## config.mk

```make
export PLATFORM = sky130hd
export DESIGN_NAME = terminal_key_router_fifos_top
export DESIGN_NICKNAME = d
export VERILOG_FILES = /design/src/rtl/tkr_pkg.sv /design/src/rtl/tkr_ram.sv /design/src/rtl/tkr_esc.sv /design/src/rtl/tkr_qptr.sv /design/src/rtl/terminal_key_router_fifos_top.sv
export SDC_FILE = /design/constraint.sdc
export NUM_CORES = 1
export LEC_CHECK = 0
export ABC_AREA = 1
export BUFFER_PORTS_ARGS = -buffer_cell sky130_fd_sc_hd__buf_2
export CORE_MARGIN = 2
export CORE_UTILIZATION = 45
export CTS_BUF_LIST = sky130_fd_sc_hd__clkbuf_8
export CTS_CLUSTER_DIAMETER = 60
export DETAILED_ROUTE_END_ITERATION = 12
export PLACE_DENSITY = 0.66
export SKIP_LAST_GASP = 1
export SLEW_MARGIN = 10
export SYNTH_ARGS = -nofsm -noshare
export SYNTH_HDL_FRONTEND = slang
export SYNTH_SLANG_ARGS = --single-unit
```

## constraint.sdc

```tcl
create_clock -name clk -period 5.1 [get_ports clk]
set_input_delay 0.51 -clock clk [delete_from_list [all_inputs] [get_ports clk]]
set_output_delay 0.51 -clock clk [all_outputs]
set_load 0.01 [all_outputs]
```

## src/rtl/tkr_pkg.sv

```systemverilog
// Shared types and constants for the terminal key router.
// Used by every module of the block but tkr_ram, and by its port checker.
package tkr_pkg;

  localparam int TERMINALS   = 4;
  localparam int QUEUE_DEPTH = 16;

  localparam int TERM_W = 2;
  localparam int BYTE_W = 8;
  localparam int IDX_W  = (QUEUE_DEPTH > 1) ? $clog2(QUEUE_DEPTH) : 1;
  localparam int FILL_W = $clog2(QUEUE_DEPTH + 1);
  localparam int STORE_DEPTH = TERMINALS * QUEUE_DEPTH;
  localparam int ADDR_W = (STORE_DEPTH > 1) ? $clog2(STORE_DEPTH) : 1;

  localparam logic [BYTE_W-1:0] KEY_ESC = 8'h1B;
  localparam logic [BYTE_W-1:0] KEY_O   = 8'h4F;
  localparam logic [BYTE_W-1:0] KEY_P   = 8'h50;
  localparam logic [BYTE_W-1:0] KEY_S   = 8'h53;

  typedef enum logic [1:0] {
    OP_RECV   = 2'd0,
    OP_READ   = 2'd1,
    OP_CHANGE = 2'd2
  } opcode_t;

  typedef enum logic [2:0] {
    ST_QUEUED     = 3'd0,
    ST_DROPPED    = 3'd1,
    ST_PENDING    = 3'd2,
    ST_SWITCHED   = 3'd3,
    ST_SAME       = 3'd4,
    ST_READ_OK    = 3'd5,
    ST_READ_EMPTY = 3'd6,
    ST_CHANGED    = 3'd7
  } status_t;

  typedef enum logic [1:0] {
    ESC_IDLE  = 2'd0,
    ESC_GOT_1 = 2'd1,
    ESC_GOT_2 = 2'd2
  } esc_state_t;

  // Decision of the escape detector for one received byte.
  typedef struct packed {
    logic              push_req;
    logic              switch_en;
    logic [TERM_W-1:0] sel;
    status_t           status;
  } esc_dec_t;

  // Queue requests from the top level to the pointer block.
  typedef struct packed {
    logic              push;
    logic [TERM_W-1:0] push_term;
    logic              pop;
    logic [TERM_W-1:0] pop_term;
  } q_req_t;

  // Queue status back to the top level.
  typedef struct packed {
    logic              full;
    logic              has_data;
    logic [ADDR_W-1:0] wr_addr;
    logic [ADDR_W-1:0] rd_addr;
  } q_stat_t;

endpackage

```

## src/rtl/tkr_ram.sv

```systemverilog
// Generic single-port-write, single-port-read RAM with registered read data.
// Stand-alone; no package needed.
module tkr_ram #(
  parameter int WIDTH = 8,
  parameter int DEPTH = 64
) (
  input  logic                                   clk,
  input  logic                                   wr_en,
  input  logic [(DEPTH > 1 ? $clog2(DEPTH) : 1)-1:0] wr_addr,
  input  logic [WIDTH-1:0]                       wr_data,
  input  logic                                   rd_en,
  input  logic [(DEPTH > 1 ? $clog2(DEPTH) : 1)-1:0] rd_addr,
  output logic [WIDTH-1:0]                       rd_data
);

  logic [WIDTH-1:0] mem [DEPTH];

  always_ff @(posedge clk) begin
    if (wr_en) begin
      mem[wr_addr] <= wr_data;
    end
    if (rd_en) begin
      rd_data <= mem[rd_addr];
    end
  end

endmodule

```

## src/rtl/tkr_esc.sv

```systemverilog
// Escape sequence detector: ESC 'O' then P/Q/R/S selects a terminal.
// Depends on tkr_pkg.
module tkr_esc import tkr_pkg::*; (
  input  logic              clk,
  input  logic              rst,
  input  logic              advance,
  input  logic [BYTE_W-1:0] data_byte,
  input  logic [TERM_W-1:0] active_term,
  output esc_dec_t          dec
);

  esc_state_t state;
  esc_state_t state_next;
  logic [BYTE_W-1:0] sel_full;

  assign sel_full = data_byte - KEY_P;

  always_ff @(posedge clk) begin
    if (rst) begin
      state <= ESC_IDLE;
    end else if (advance) begin
      state <= state_next;
    end
  end

  always_comb begin
    state_next    = ESC_IDLE;
    dec.push_req  = 1'b1;
    dec.switch_en = 1'b0;
    dec.sel       = sel_full[TERM_W-1:0];
    dec.status    = ST_QUEUED;
    unique case (state)
      ESC_IDLE: begin
        if (data_byte == KEY_ESC) begin
          state_next   = ESC_GOT_1;
          dec.push_req = 1'b0;
          dec.status   = ST_PENDING;
        end
      end
      ESC_GOT_1: begin
        if (data_byte == KEY_O) begin
          state_next   = ESC_GOT_2;
          dec.push_req = 1'b0;
          dec.status   = ST_PENDING;
        end
      end
      ESC_GOT_2: begin
        if (data_byte >= KEY_P && data_byte <= KEY_S) begin
          dec.push_req = 1'b0;
          if (int'(sel_full) >= TERMINALS || sel_full[TERM_W-1:0] == active_term) begin
            dec.status = ST_SAME;
          end else begin
            dec.switch_en = 1'b1;
            dec.status    = ST_SWITCHED;
          end
        end
      end
      default: begin
        state_next = ESC_IDLE;
      end
    endcase
  end

endmodule

```

## src/rtl/tkr_qptr.sv

```systemverilog
// Per-terminal ring queue pointers and fill levels, plus store addresses.
// Depends on tkr_pkg.
module tkr_qptr import tkr_pkg::*; (
  input  logic    clk,
  input  logic    rst,
  input  q_req_t  req,
  output q_stat_t stat
);

  logic [IDX_W-1:0]  wr_idx [TERMINALS];
  logic [IDX_W-1:0]  rd_idx [TERMINALS];
  logic [FILL_W-1:0] fill   [TERMINALS];

  assign stat.full     = (fill[req.push_term] == FILL_W'(QUEUE_DEPTH));
  assign stat.has_data = (fill[req.pop_term] != '0);
  assign stat.wr_addr  = ADDR_W'(req.push_term) * ADDR_W'(QUEUE_DEPTH)
                       + ADDR_W'(wr_idx[req.push_term]);
  assign stat.rd_addr  = ADDR_W'(req.pop_term) * ADDR_W'(QUEUE_DEPTH)
                       + ADDR_W'(rd_idx[req.pop_term]);

  always_ff @(posedge clk) begin
    if (rst) begin
      for (int i = 0; i < TERMINALS; i++) begin
        wr_idx[i] <= '0;
        rd_idx[i] <= '0;
        fill[i]   <= '0;
      end
    end else begin
      for (int i = 0; i < TERMINALS; i++) begin
        if (req.push && req.push_term == TERM_W'(i)) begin
          wr_idx[i] <= (wr_idx[i] == IDX_W'(QUEUE_DEPTH - 1)) ? '0 : wr_idx[i] + 1'b1;
          fill[i]   <= fill[i] + 1'b1;
        end else if (req.pop && req.pop_term == TERM_W'(i)) begin
          rd_idx[i] <= (rd_idx[i] == IDX_W'(QUEUE_DEPTH - 1)) ? '0 : rd_idx[i] + 1'b1;
          fill[i]   <= fill[i] - 1'b1;
        end
      end
    end
  end

endmodule

```

## src/rtl/terminal_key_router_fifos_top.sv

```systemverilog
// Top level of the terminal key router: escape detector, queue pointers,
// byte store and result register. Depends on tkr_pkg, tkr_esc, tkr_qptr, tkr_ram.
//
// Usage:
//   The input channel (in_valid / in_stall) carries one operation per
//   transfer: opcode 0 delivers a received serial byte in data_byte,
//   opcode 1 pops one byte from the queue of the terminal named in
//   terminal, opcode 2 makes that terminal the current one.
//   The output channel (out_valid / out_stall) returns exactly one result
//   per input transfer: a status code, the popped byte (zero unless the
//   read succeeded) and the terminal that is current after the operation.
//   A result is offered in the cycle after its input transfer. Throughput
//   is one item per clock unless stalled; the escape decision and the
//   pointer update complete in the cycle the item is taken, and the store's
//   registered read output serves as the read_byte result register.
//   While a result waits with out_stall high, in_stall is raised and
//   nothing moves; the result and the store output hold until taken.
//   Synchronous reset clears the escape detector, selects terminal 0,
//   empties all four queues and drops any pending result. No clearing
//   pass is needed: the store is only read at entries already written.
module terminal_key_router_fifos_top import tkr_pkg::*; (
  input  logic              clk,
  input  logic              rst,
  input  logic              in_valid,
  output logic              in_stall,
  input  logic [1:0]        opcode,
  input  logic [BYTE_W-1:0] data_byte,
  input  logic [TERM_W-1:0] terminal,
  output logic              out_valid,
  input  logic              out_stall,
  output logic [2:0]        status,
  output logic [BYTE_W-1:0] read_byte,
  output logic [TERM_W-1:0] current_terminal
);

  logic              accept;
  logic [TERM_W-1:0] active_term;
  logic [TERM_W-1:0] active_term_next;
  logic              term_ok;
  logic              is_recv;
  logic              do_pop;
  status_t           status_next;
  status_t           status_reg;
  logic              is_read_reg;
  esc_dec_t          esc_dec;
  q_req_t            q_req;
  q_stat_t           q_stat;
  logic [BYTE_W-1:0] ram_q;

  // The single result register parts the two channels; a new item is taken
  // whenever that register is empty or is being drained this cycle.
  assign in_stall = out_valid && out_stall;
  assign accept   = in_valid && !in_stall;

  assign term_ok = int'(terminal) < TERMINALS;
  assign is_recv = (opcode == OP_RECV);

  tkr_esc u_esc (
    .clk         (clk),
    .rst         (rst),
    .advance     (accept && is_recv),
    .data_byte   (data_byte),
    .active_term (active_term),
    .dec         (esc_dec)
  );

  assign do_pop = (opcode == OP_READ) && term_ok && q_stat.has_data;

  assign q_req.push      = accept && is_recv && esc_dec.push_req && !q_stat.full;
  assign q_req.push_term = active_term;
  assign q_req.pop       = accept && do_pop;
  assign q_req.pop_term  = terminal;

  tkr_qptr u_qptr (
    .clk  (clk),
    .rst  (rst),
    .req  (q_req),
    .stat (q_stat)
  );

  // The read port only fires on a pop, so its output holds the popped byte
  // for as long as the result waits.
  tkr_ram #(
    .WIDTH (BYTE_W),
    .DEPTH (STORE_DEPTH)
  ) u_store (
    .clk     (clk),
    .wr_en   (q_req.push),
    .wr_addr (q_stat.wr_addr),
    .wr_data (data_byte),
    .rd_en   (q_req.pop),
    .rd_addr (q_stat.rd_addr),
    .rd_data (ram_q)
  );

  always_comb begin
    status_next      = ST_SAME;
    active_term_next = active_term;
    case (opcode)
      OP_RECV: begin
        if (esc_dec.push_req) begin
          status_next = q_stat.full ? ST_DROPPED : ST_QUEUED;
        end else begin
          status_next = esc_dec.status;
          if (esc_dec.switch_en) begin
            active_term_next = esc_dec.sel;
          end
        end
      end
      OP_READ: begin
        status_next = do_pop ? ST_READ_OK : ST_READ_EMPTY;
      end
      OP_CHANGE: begin
        if (term_ok) begin
          status_next      = ST_CHANGED;
          active_term_next = terminal;
        end
      end
      default: begin
        status_next = ST_SAME;
      end
    endcase
  end

  always_ff @(posedge clk) begin
    if (rst) begin
      active_term <= '0;
      out_valid   <= 1'b0;
    end else begin
      if (accept) begin
        active_term <= active_term_next;
        out_valid   <= 1'b1;
      end else if (!out_stall) begin
        out_valid <= 1'b0;
      end
    end
  end

  // Payload of the result register.
  always_ff @(posedge clk) begin
    if (accept) begin
      status_reg       <= status_next;
      is_read_reg      <= do_pop;
      current_terminal <= active_term_next;
    end
  end

  assign status    = status_reg;
  assign read_byte = is_read_reg ? ram_q : '0;

endmodule

```

Yosys cells after proc, flatten, opt, wreduce, memory -nomap -nowiden:

Memory sizes are Yosys's and may differ from the RTL's. A register that Yosys moved wholly into a read port is not among the register bits.
Index checks and enable logic that the tools add are counted.

* register bits: 11
* RAM bits: 564
* input port bits: 16
* output and inout port bits: 15
* logic and storage cells: 179
* memories: 4

Memories
* u_store.mem: words 64, bits a word 8, read ports 1, clocked after Yosys merged registers in 1, write ports 1, line tkr_ram.sv:16 `logic [WIDTH-1:0] mem [DEPTH];`
* u_qptr.fill: words 4, bits a word 5, read ports 6, clocked after Yosys merged registers in 1, write ports 4, line tkr_qptr.sv:12 `logic [FILL_W-1:0] fill [TERMINALS];`
* u_qptr.rd_idx: words 4, bits a word 4, read ports 5, clocked after Yosys merged registers in 0, write ports 4, line tkr_qptr.sv:11 `logic [IDX_W-1:0] rd_idx [TERMINALS];`
* u_qptr.wr_idx: words 4, bits a word 4, read ports 5, clocked after Yosys merged registers in 1, write ports 4, line tkr_qptr.sv:10 `logic [IDX_W-1:0] wr_idx [TERMINALS];`

* $add $sub $neg: 19
* order comparisons: 3
* equal/unequal tests: 23
* mux-type cells: 84
* bitwise operators: 16
* reduce and logical (&&, ||, !) cells: 24

Operators by type and width (count)
* 4-bit 2-to-1 mux: 16
* 1-bit 2-to-1 mux: 40
* 5-bit 2-to-1 mux: 8
* 4-bit by 1-bit adder with 4-bit output (second input constant): 8
* 4-bit equality test (second input constant): 8
* 2-bit 2-to-1 mux: 11
* 5-bit by 1-bit adder with 5-bit output (second input constant): 4
* 5-bit by 1-bit subtractor with 5-bit output (second input constant): 4
* 3-bit one-hot mux with 3 select lines: 2
* 1-bit logical AND: 16
* 1-bit bitwise OR: 16
* 6-bit by 4-bit adder with 6-bit output: 2
* 2-bit equality test (second input constant): 6
* 3-bit 2-to-1 mux: 3
* 2-bit by 1-bit equality test with 1-bit output (second input constant): 4
* 8-bit by 5-bit equality test with 1-bit output (second input constant): 1
* 8-bit by 7-bit equality test with 1-bit output (second input constant): 1
* 8-bit by 3-bit >= comparator with 1-bit output (second input constant): 1
* 8-bit by 7-bit >= comparator with 1-bit output (second input constant): 1
* 8-bit by 7-bit <= comparator with 1-bit output (second input constant): 1
* 2-bit zero test: 4
* 8-bit 2-to-1 mux: 1
* 2-bit one-hot mux with 2 select lines: 2
* 8-bit by 7-bit subtractor with 8-bit output (second input constant): 1
* other kinds (7): 8

Depth between registers and ports, before layout:

Gate-level depths: netlist of the first run.

* depth after elaboration: 14
* gate-level depth with buffers: 22
* mapped depth without buffers: 22

Modules after synthesis:

From an unflattened synthesis of the first run, not the netlist that was laid out.

* cell total of the unflattened synthesis: 2308
* area total of the unflattened synthesis: 25599.6 um^2

Modules (own cells, without submodules)
* tkr_ram: instances 1, cells an instance 1805, area an instance 21419.3 um^2, seq. area each 15615.0 um^2
* tkr_qptr: instances 1, cells an instance 374, area an instance 3314.4 um^2, seq. area each 1561.5 um^2
* terminal_key_router_fifos_top: instances 1, cells an instance 79, area an instance 594.3 um^2, seq. area each 240.2 um^2
* tkr_esc: instances 1, cells an instance 50, area an instance 271.5 um^2, seq. area each 40.0 um^2

Worst setup path after synthesis of the first run:

Ideal clock, no wire load.

* kind: input-to-reg
* from: input out_stall
* to: memory u_qptr.fill[1][4] (netlist bit) (data pin)
* library setup time: 0.250 ns
* arrival time: 2.682 ns
* required time: 4.850 ns
* path slack: 2.168 ns
* stages on the path: 19
* buffers on the path: 0
* cell sequence: nand2_1 inv_1 nor2_2 inv_1 nor2_2 nand3_1 inv_2 nand2_1 nand3_2 inv_2 ha_1 nand2_1 o21ai_0 xnor2_1 inv_1 nand4_1 nand2_1 nand2_1 inv_1

RTL lines
* start: declaration: line terminal_key_router_fifos_top.sv:30 `input logic out_stall,`
* end: declaration: line tkr_qptr.sv:12

Final worst setup path of the first run:

* from: register out_valid
* to: memory u_store.mem[19][7] (enable)

* cells in the longest elaborated chain, start to end: 8

RTL lines
* start: declaration: line terminal_key_router_fifos_top.sv:29 `output logic out_valid,`
* start signal: assignment: line terminal_key_router_fifos_top.sv:128 `out_valid <= 1'b0;`
* start signal: assignment: line terminal_key_router_fifos_top.sv:132 `out_valid <= 1'b1;`
* start signal: assignment: line terminal_key_router_fifos_top.sv:134 `out_valid <= 1'b0;`
* 1-bit logical AND: line terminal_key_router_fifos_top.sv:52 `assign in_stall = out_valid && out_stall;`
* 1-bit zero test: line terminal_key_router_fifos_top.sv:53 `assign accept = in_valid && !in_stall;`
* 1-bit logical AND: line terminal_key_router_fifos_top.sv:53
* via accept: line terminal_key_router_fifos_top.sv:36 `logic accept;`
* 1-bit logical AND (3 in series): line terminal_key_router_fifos_top.sv:69 `assign q_req.push = accept && is_recv && esc_dec.push_req && !q_stat.full;`
* 1-bit 2-to-1 mux: line tkr_ram.sv:19 `if (wr_en) begin`
* 1-bit 2-to-1 mux (implied by the code): line tkr_ram.sv:20 `mem[wr_addr] <= wr_data;`
* end: declaration: line tkr_ram.sv:16

The timed path passes the listed nets, and every way through them passes these cells.

==> impl_metrics.py, run 1 <==
metrics = {
    "timing": {
        "skew_ns": 0.04365,
        "fin_crit_sh_pct": 67.42,
        "hold-worst-slack_ns": 0.1169,
        "timing.setup.tns_ns": 0,
        "timing.final.hold_violations": 0,
        "max_slew.worst_pin.slew_ns": 1.247,
        "report.final.slew_viol_count": 0,
        "max_clock_freq_ghz": 0.2908,
        "setup_repair_after_global_routing_missed_its_margin": "no",
        "slew_headroom_pct": 16.75,
        "timing.final.crit_period_ns": 3.438,
        "report.final.setup_viol": 0,
    },
    "yosys": {
        "ys_seq_elements": 585,
        "yosys_most_used_dff": "sky130_fd_sc_hd__edfxtp_1",
        "synth_top_area_share_pct": 63.78,
        "postSynthNetCount": 2622,
        "post_synth_num_cell_types": 42,
        "syn-mean-instance-area_sq_um": 10.55,
        "ys_warn_count": 0,
        "synth_largest_area_cell": "sky130_fd_sc_hd__edfxtp_1",
        "ys_top_cells_by_area": "sky130_fd_sc_hd__edfxtp_1, sky130_fd_sc_hd__nand3_1, sky130_fd_sc_hd__nand2_1, sky130_fd_sc_hd__nand3b_1, sky130_fd_sc_hd__inv_1",
        "synth.yosys.seq_area_share_pct": 64.30,
        "cells_after_synth": 2580,
        "postSynth.asyncResetShare_pct": 0,
        "netlist_area_sq_um": 27210,
        "number_of_enable_flip_flop_cells_after_synthesis": 578,
    },
    "global_routing": {
        "grt_start_max_net_pins": 184,
        "track_usage_pct": 21.52,
        "global_route.overflow_total": 0,
        "grt_antenna_before_repair": 1,
        "global_route_wire_length_before_repair_um": 103500,
        "grt_pass1_vias": 18240,
    },
    "worst_setup_path": {
        "worstReg2RegStart": "out_valid$_SDFFE_PP0P_",
        "critical_path.max_fanout": 15,
        "ff2ff_setup_slack_ns": 1.66,
        "buffer_and_inverter_count_on_the_worst_path": 3,
        "cpPeakStageDelay_ns": 0.85,
        "critPathArrivalTime_ns": 3.75,
        "r2r-end": "u_store.mem[19][7]$_DFFE_PP_",
        "kind_of_cell_with_the_highest_combined_delay_on_the_critical_path": "simple AND/OR/NAND/NOR gates",
        "crit_path_cell_trace": "nand2_1 -> inv_1 -> nor2_2 -> inv_1 -> nor2_2 -> nand3_1 -> inv_2 -> nand4_2 -> nor2_1",
        "critical-path-slowest-cell": "sky130_fd_sc_hd__nor2_1",
        "cp-end-kind": "flip-flop",
        "reg2regPathDepth": 9,
        "critPathKind": "reg -> reg",
        "worst_ep_required_time_ns": 5.41,
        "critical_path.startpoint_type": "flip-flop",
    },
    "cts": {
        "clk_path_buf_depth": 3,
        "post_cts_setup_buffer_count": 0,
        "cts_num_sinks": 585,
        "cts_tree": "done",
        "numCtsBuffers": 91,
        "postCtsHoldBufs": 0,
        "clk_root_buffer_cell": "sky130_fd_sc_hd__clkbuf_8",
        "htree_num_levels": 3,
        "clkTransAtPathRegs_ns": 0.07,
        "cts_resized": 0,
        "clock_insertion_delay_worst_skew_ns": 0.71,
    },
    "finish": {
        "layout-drive-gt1-share_pct": 8.634,
        "layout_common_cells": "sky130_fd_sc_hd__nand2_1, sky130_fd_sc_hd__edfxtp_1, sky130_fd_sc_hd__nand3_1",
        "regMostFlops": "u_store.mem",
        "synthToLayoutAreaGrowth_pct": 9.173,
        "finalNetCount": 2630,
        "layout_commonest_cell": "sky130_fd_sc_hd__nand2_1",
        "largest_reg_flops": 512,
        "largest_registers": "u_store.mem x512, u_qptr.fill x20",
    },
    "die": {
        "fp-row-count": 90,
        "die_area_sq_um": 62460,
        "chipWidth_um": 249.9,
        "top_level_i_o_count": 31,
        "start_util_pct": 45.34,
        "floorplan.core_area_sq_um": 60020,
        "y_dimension_of_the_die_um": 249.9,
    },
    "job": {
        "max-cap-violations": 0,
    },
    "pwr": {
        "vdd_drop_max_mv": 0.2351,
        "cellPowerDensity_nw_per_um2": 351.6,
        "leakage_uw": 0.01182,
    },
    "routing": {
        "vias": 18580,
        "avgViaCountPerCell": 5.391,
        "drt_pass1_iterations": 6,
        "detail_route.drc_violations": 0,
        "drt.antenna.violating_nets": 0,
        "routed_wirelength_normalized_by_instance_count_um": 19.45,
        "drt-total-wl_um": 67030,
        "initialDrtViolationCount": 1990,
    },
    "hold_path": {
        "hold_path_startpoint": "out_stall",
        "holdPathEnd": "out_valid$_SDFFE_PP0P_",
        "hold_path_class": "in -> reg",
        "hold_depth": 3,
    },
    "placement": {
        "buffer_ports.inserted": 30,
        "dp.final_hpwl_um": 39420,
        "globalplace.congestion": 0.9026,
    },
    "status": {
        "run_status": "completed",
    },
}
-- routing by layer --
layer	GRT usage [%]	routed length (um)	part of all wire, %
met3	4.057	5217	7.8
met2	34.41	31400	47
met4	8.744	2125	3.2
met5	0	0	0
met1	29.01	28280	42
-- worst min-delay path, delay by kind of cell --
family / cells / cell delay (ns)
simple gates: 1 / 0.07
compound gates: 1 / 0.06
buf+inv: 1 / 0.09
-- power breakdown --
| group | total (uW) | internal [uW] | switching (uW) | leakage (uW) |
|---|---|---|---|---|
| logic | 1010 | 261 | 747 | 0.00543 |
| clock network | 4080 | 2200 | 1890 | 0.00106 |
| registers | 5350 | 5320 | 30.2 | 0.00533 |
| total | 10400 | 7780 | 2660 | 0.0118 |
-- final cells by class --
class | count | area (sq um)
clock buffers | 94 | 1294
well taps | 782 | 978.4
inverters | 290 | 1091
diodes | 1 | 2.502
clock inverters | 75 | 590.6
repair buffers | 53 | 385.4
flip-flops and latches | 585 | 17500
multi-input cells | 1567 | 7870
fillers | 5315 | 30310
-- logic make-up after synthesis --
family	after synthesis	share of synthesized area, %
AND/OR/NAND/NOR	1460	25.31
flip-flops	585	64.30
buffers and inverters	428	6.989
AO/OA/AOI/OAI	49	1.090
XOR/XNOR	30	0.9656
adder cells (fa/ha/maj)	26	1.278
multiplexers	2	0.07357
-- metrics by stage --
| stage | cell area [sq um] | instances | setup WS (ns) | total power (uW) | util [%] |
|---|---|---|---|---|---|
| final | 29710 | 3447 | 1.662 | 10450 | 49.50 |
| after detailed placement | 27820 | 3277 | 1.343 | 6451 | 46.35 |
| after global routing | 29710 | 3447 | 1.404 | 10810 | 49.50 |
| after global placement | 27820 | 3277 | 1.453 | 6435 | 46.35 |
| after floorplan | 27210 | 2580 | 2.168 | 6109 | - |
| after CTS | 29710 | 3446 | 1.664 | 10500 | 49.49 |
-- cell usage after synthesis (all sizes together) (2+ instances only) --
| library cell | instances |
|---|---|
| nand2 | 646 |
| edfxtp | 578 |
| nand3 | 500 |
| inv | 289 |
| nand3b | 159 |
| nor2 | 131 |
| buf | 126 |
| ha | 23 |
| o21ai | 18 |
| a21oi | 16 |
| nand4 | 16 |
| xnor2 | 15 |
| xor2 | 15 |
| clkbuf | 12 |
| dfxtp | 7 |
| o211ai | 5 |
| or2 | 5 |
| a32oi | 3 |
| fa | 3 |
| nor3 | 3 |
| o22ai | 3 |
| mux2i | 2 |
-- worst max-delay path by stage --
| stage | slack (ns) | depth (start not counted) | from | to |
|---|---|---|---|---|
| 2_1_floorplan | 2.17 | 19 | out_stall | u_qptr.fill[1][4]$_SDFFCE_PN0P_ |
| 3_3_place_gp | 1.45 | 20 | out_stall | u_qptr.fill[1][4]$_SDFFCE_PN0P_ |
| 3_5_place_dp | 1.34 | 10 | out_stall | u_store.mem[19][1]$_DFFE_PP_ |
| 4_1_cts | 1.66 | 9 | out_valid$_SDFFE_PP0P_ | u_store.mem[19][7]$_DFFE_PP_ |
| 5_1_grt | 1.40 | 19 | out_valid$_SDFFE_PP0P_ | u_qptr.fill[1][4]$_SDFFCE_PN0P_ |
| 6_report | 1.66 | 9 | out_valid$_SDFFE_PP0P_ | u_store.mem[19][7]$_DFFE_PP_ |
(Power assumes the default switching activity.)
==> inputs of run 2 (changes only) <==
==> constraint.sdc (replaced) <==
create_clock -name clk -period 3.4 [get_ports clk]
set_input_delay 0.34 -clock clk [delete_from_list [all_inputs] [get_ports clk]]
set_output_delay 0.34 -clock clk [all_outputs]
set_load 0.01 [all_outputs]
==> run 2 against run 1 <==
Design area grew 0.95%. Hold slack lost 0.070 ns. Die area is the same. Flip-flop and latch count is the same. Setup slack lost 1.4 ns. First-iteration DRC count grew 5.9%. Highest routed layer unchanged.
==> impl_metrics.py, run 2 (synthesis results as in run 1) <==
metrics = {
    "routing": {
        "drt_pass1_iterations": 5,
        "drt-total-wl_um": 69020,
        "drt.antenna.violating_nets": 0,
        "vias": 18890,
        "initialDrtViolationCount": 2107,
        "routed_wirelength_normalized_by_instance_count_um": 19.79,
        "detail_route.drc_violations": 0,
        "avgViaCountPerCell": 5.418,
    },
    "timing": {
        "timing.final.hold_violations": 0,
        "slew_headroom_pct": 34.75,
        "report.final.slew_viol_count": 0,
        "setup_repair_after_global_routing_missed_its_margin": "no",
        "timing.setup.tns_ns": 0,
        "timing.final.crit_period_ns": 3.102,
        "hold-worst-slack_ns": 0.04691,
        "max_slew.worst_pin.slew_ns": 0.9713,
        "report.final.setup_viol": 0,
        "skew_ns": 0.07051,
        "fin_crit_sh_pct": 91.25,
        "max_clock_freq_ghz": 0.3223,
    },
    "finish": {
        "regMostFlops": "u_store.mem",
        "largest_reg_flops": 512,
        "layout-drive-gt1-share_pct": 9.615,
        "finalNetCount": 2675,
        "layout_common_cells": "sky130_fd_sc_hd__nand2_1, sky130_fd_sc_hd__edfxtp_1, sky130_fd_sc_hd__nand3_1",
        "synthToLayoutAreaGrowth_pct": 10.21,
        "final-seq-area_sq_um": 17500,
        "final_cell_area_sq_um": 29990,
        "n_fill_cell": 5344,
        "largest_registers": "u_store.mem x512, u_qptr.fill x20",
        "multi_input_area_sq_um": 7870,
        "layout_commonest_cell": "sky130_fd_sc_hd__nand2_1",
    },
    "worst_setup_path": {
        "r2r-end": "u_qptr.fill[0][4]$_SDFFCE_PN0P_",
        "worstReg2RegStart": "u_qptr.fill[0][2]$_SDFFCE_PN0P_",
        "critical_path.startpoint_type": "flip-flop",
        "ff2ff_setup_slack_ns": 0.30,
        "critPathArrivalTime_ns": 3.63,
        "critPathKind": "reg -> reg",
        "cp-end-kind": "flip-flop",
        "critical_path.max_fanout": 14,
        "reg2regPathDepth": 15,
        "worst_ep_required_time_ns": 3.93,
        "cp-startpoint": "u_qptr.fill[0][2]$_SDFFCE_PN0P_",
        "endpoint": "u_qptr.fill[0][4]$_SDFFCE_PN0P_",
    },
    "placement": {
        "buffer_ports.inserted": 30,
        "globalplace.congestion": 0.9077,
        "dp.final_hpwl_um": 41960,
        "placement_cell_area_sq_um": 28190,
    },
    "cts": {
        "cts_num_sinks": 585,
        "clock_insertion_delay_worst_skew_ns": 0.73,
        "htree_num_levels": 3,
        "clkTransAtPathRegs_ns": 0.06,
        "clk_root_buffer_cell": "sky130_fd_sc_hd__clkbuf_8",
        "numCtsBuffers": 95,
        "cts_resized": 0,
        "clk_path_buf_depth": 3,
        "cts_tree": "done",
    },
    "global_routing": {
        "grt_start_max_net_pins": 129,
        "track_usage_pct": 22.13,
        "global_route_wire_length_before_repair_um": 106200,
        "grt_pass1_vias": 18440,
        "global_route.overflow_total": 0,
        "grt_antenna_before_repair": 1,
    },
    "pwr": {
        "cellPowerDensity_nw_per_um2": 512.1,
        "vdd_drop_max_mv": 0.3667,
        "leakage_uw": 0.01196,
    },
    "status": {
        "run_status": "completed",
    },
    "die": {
        "top_level_i_o_count": 31,
        "fp-row-count": 90,
        "y_dimension_of_the_die_um": 249.9,
        "floorplan.core_area_sq_um": 60020,
        "die_area_sq_um": 62460,
        "start_util_pct": 45.34,
        "chipWidth_um": 249.9,
    },
    "job": {
        "max-cap-violations": 0,
    },
    "hold_path": {
        "hold_path_class": "in -> reg",
    },
}
[run 2: area by class of cell]
type	instances	share of cell area, %
Clock inverter	69	1.339
Tap cell	782	3.262
Inverter	290	3.638
Antenna cell	1	0.008344
Sequential cell	585	58.34
Timing Repair Buffer	94	2.628
Multi-Input combinational cell	1567	26.24
Clock buffer	99	4.543
[run 2: metrics by stage]
| step | setup WS (ns) | total power [uW] | cells | util, % |
|---|---|---|---|---|
| detailed placement | 0.1612 | 9739 | 3315 | 46.98 |
| global placement | 0.3113 | 9716 | 3315 | 46.98 |
| global route | 0.06515 | 15900 | 3487 | 49.97 |
| finish | 0.2976 | 15360 | 3487 | 49.97 |
| CTS | 0.2959 | 15430 | 3486 | 49.96 |
| floorplan | 0.6381 | 9164 | 2580 | - |
[run 2: worst max-delay path, stage by stage, from the launching register on]
cell and delay, ns:
sky130_fd_sc_hd__edfxtp_1 0.42, sky130_fd_sc_hd__nor2_1 0.22, sky130_fd_sc_hd__nand4_1 0.21, sky130_fd_sc_hd__o211ai_1 0.13, sky130_fd_sc_hd__nand2_1 0.17, sky130_fd_sc_hd__nand3_1 0.12
sky130_fd_sc_hd__inv_2 0.06, sky130_fd_sc_hd__buf_4 0.20, sky130_fd_sc_hd__nand2_1 0.11, sky130_fd_sc_hd__nand3_2 0.12, sky130_fd_sc_hd__inv_1 0.14, sky130_fd_sc_hd__ha_1 0.29
sky130_fd_sc_hd__a21oi_1 0.20, sky130_fd_sc_hd__o21ai_0 0.15, sky130_fd_sc_hd__xnor2_1 0.20, sky130_fd_sc_hd__mux2i_1 0.21
[run 2: worst min-delay path by stage]
stage                                 from                            to  cells after the start
floorplan                              rst        out_valid$_SDFFE_PP0P_                      1
global placement    out_valid$_SDFFE_PP0P_        out_valid$_SDFFE_PP0P_                      2
detailed placement  out_valid$_SDFFE_PP0P_        out_valid$_SDFFE_PP0P_                      2
CTS                           data_byte[6]  u_store.mem[19][6]$_DFFE_PP_                      2
global route                  data_byte[6]  u_store.mem[19][6]$_DFFE_PP_                      2
finish                        data_byte[6]  u_store.mem[19][6]$_DFFE_PP_                      2
[run 2: what timing repair did]
action | 4_1_cts | 5_1_grt
setup buffers | 0 | 0
endpoints found under the setup margin | 0 | 0
hold endpoints to repair | 3 | 0
hold buffers | 3 | 0
[run 2: routing by layer]
layer  share of wire (%)  vias up  GRT usage [%]
met3                 8.4      122          4.474
met1                  40     9133          28.72
met4                 3.6        0          9.793
met2                  48      757          36.06
met5                   0        -              0
li1                    -     8880              -
[run 2: report_power, final]
group	total [uW]	switching (uW)	internal [uW]	leakage [uW]
Clock	5750	2810	2940	0.000974
Combinational	1580	1150	434	0.00565
Sequential	8030	42.7	7990	0.00533
Total	15400	4000	11400	0.0120
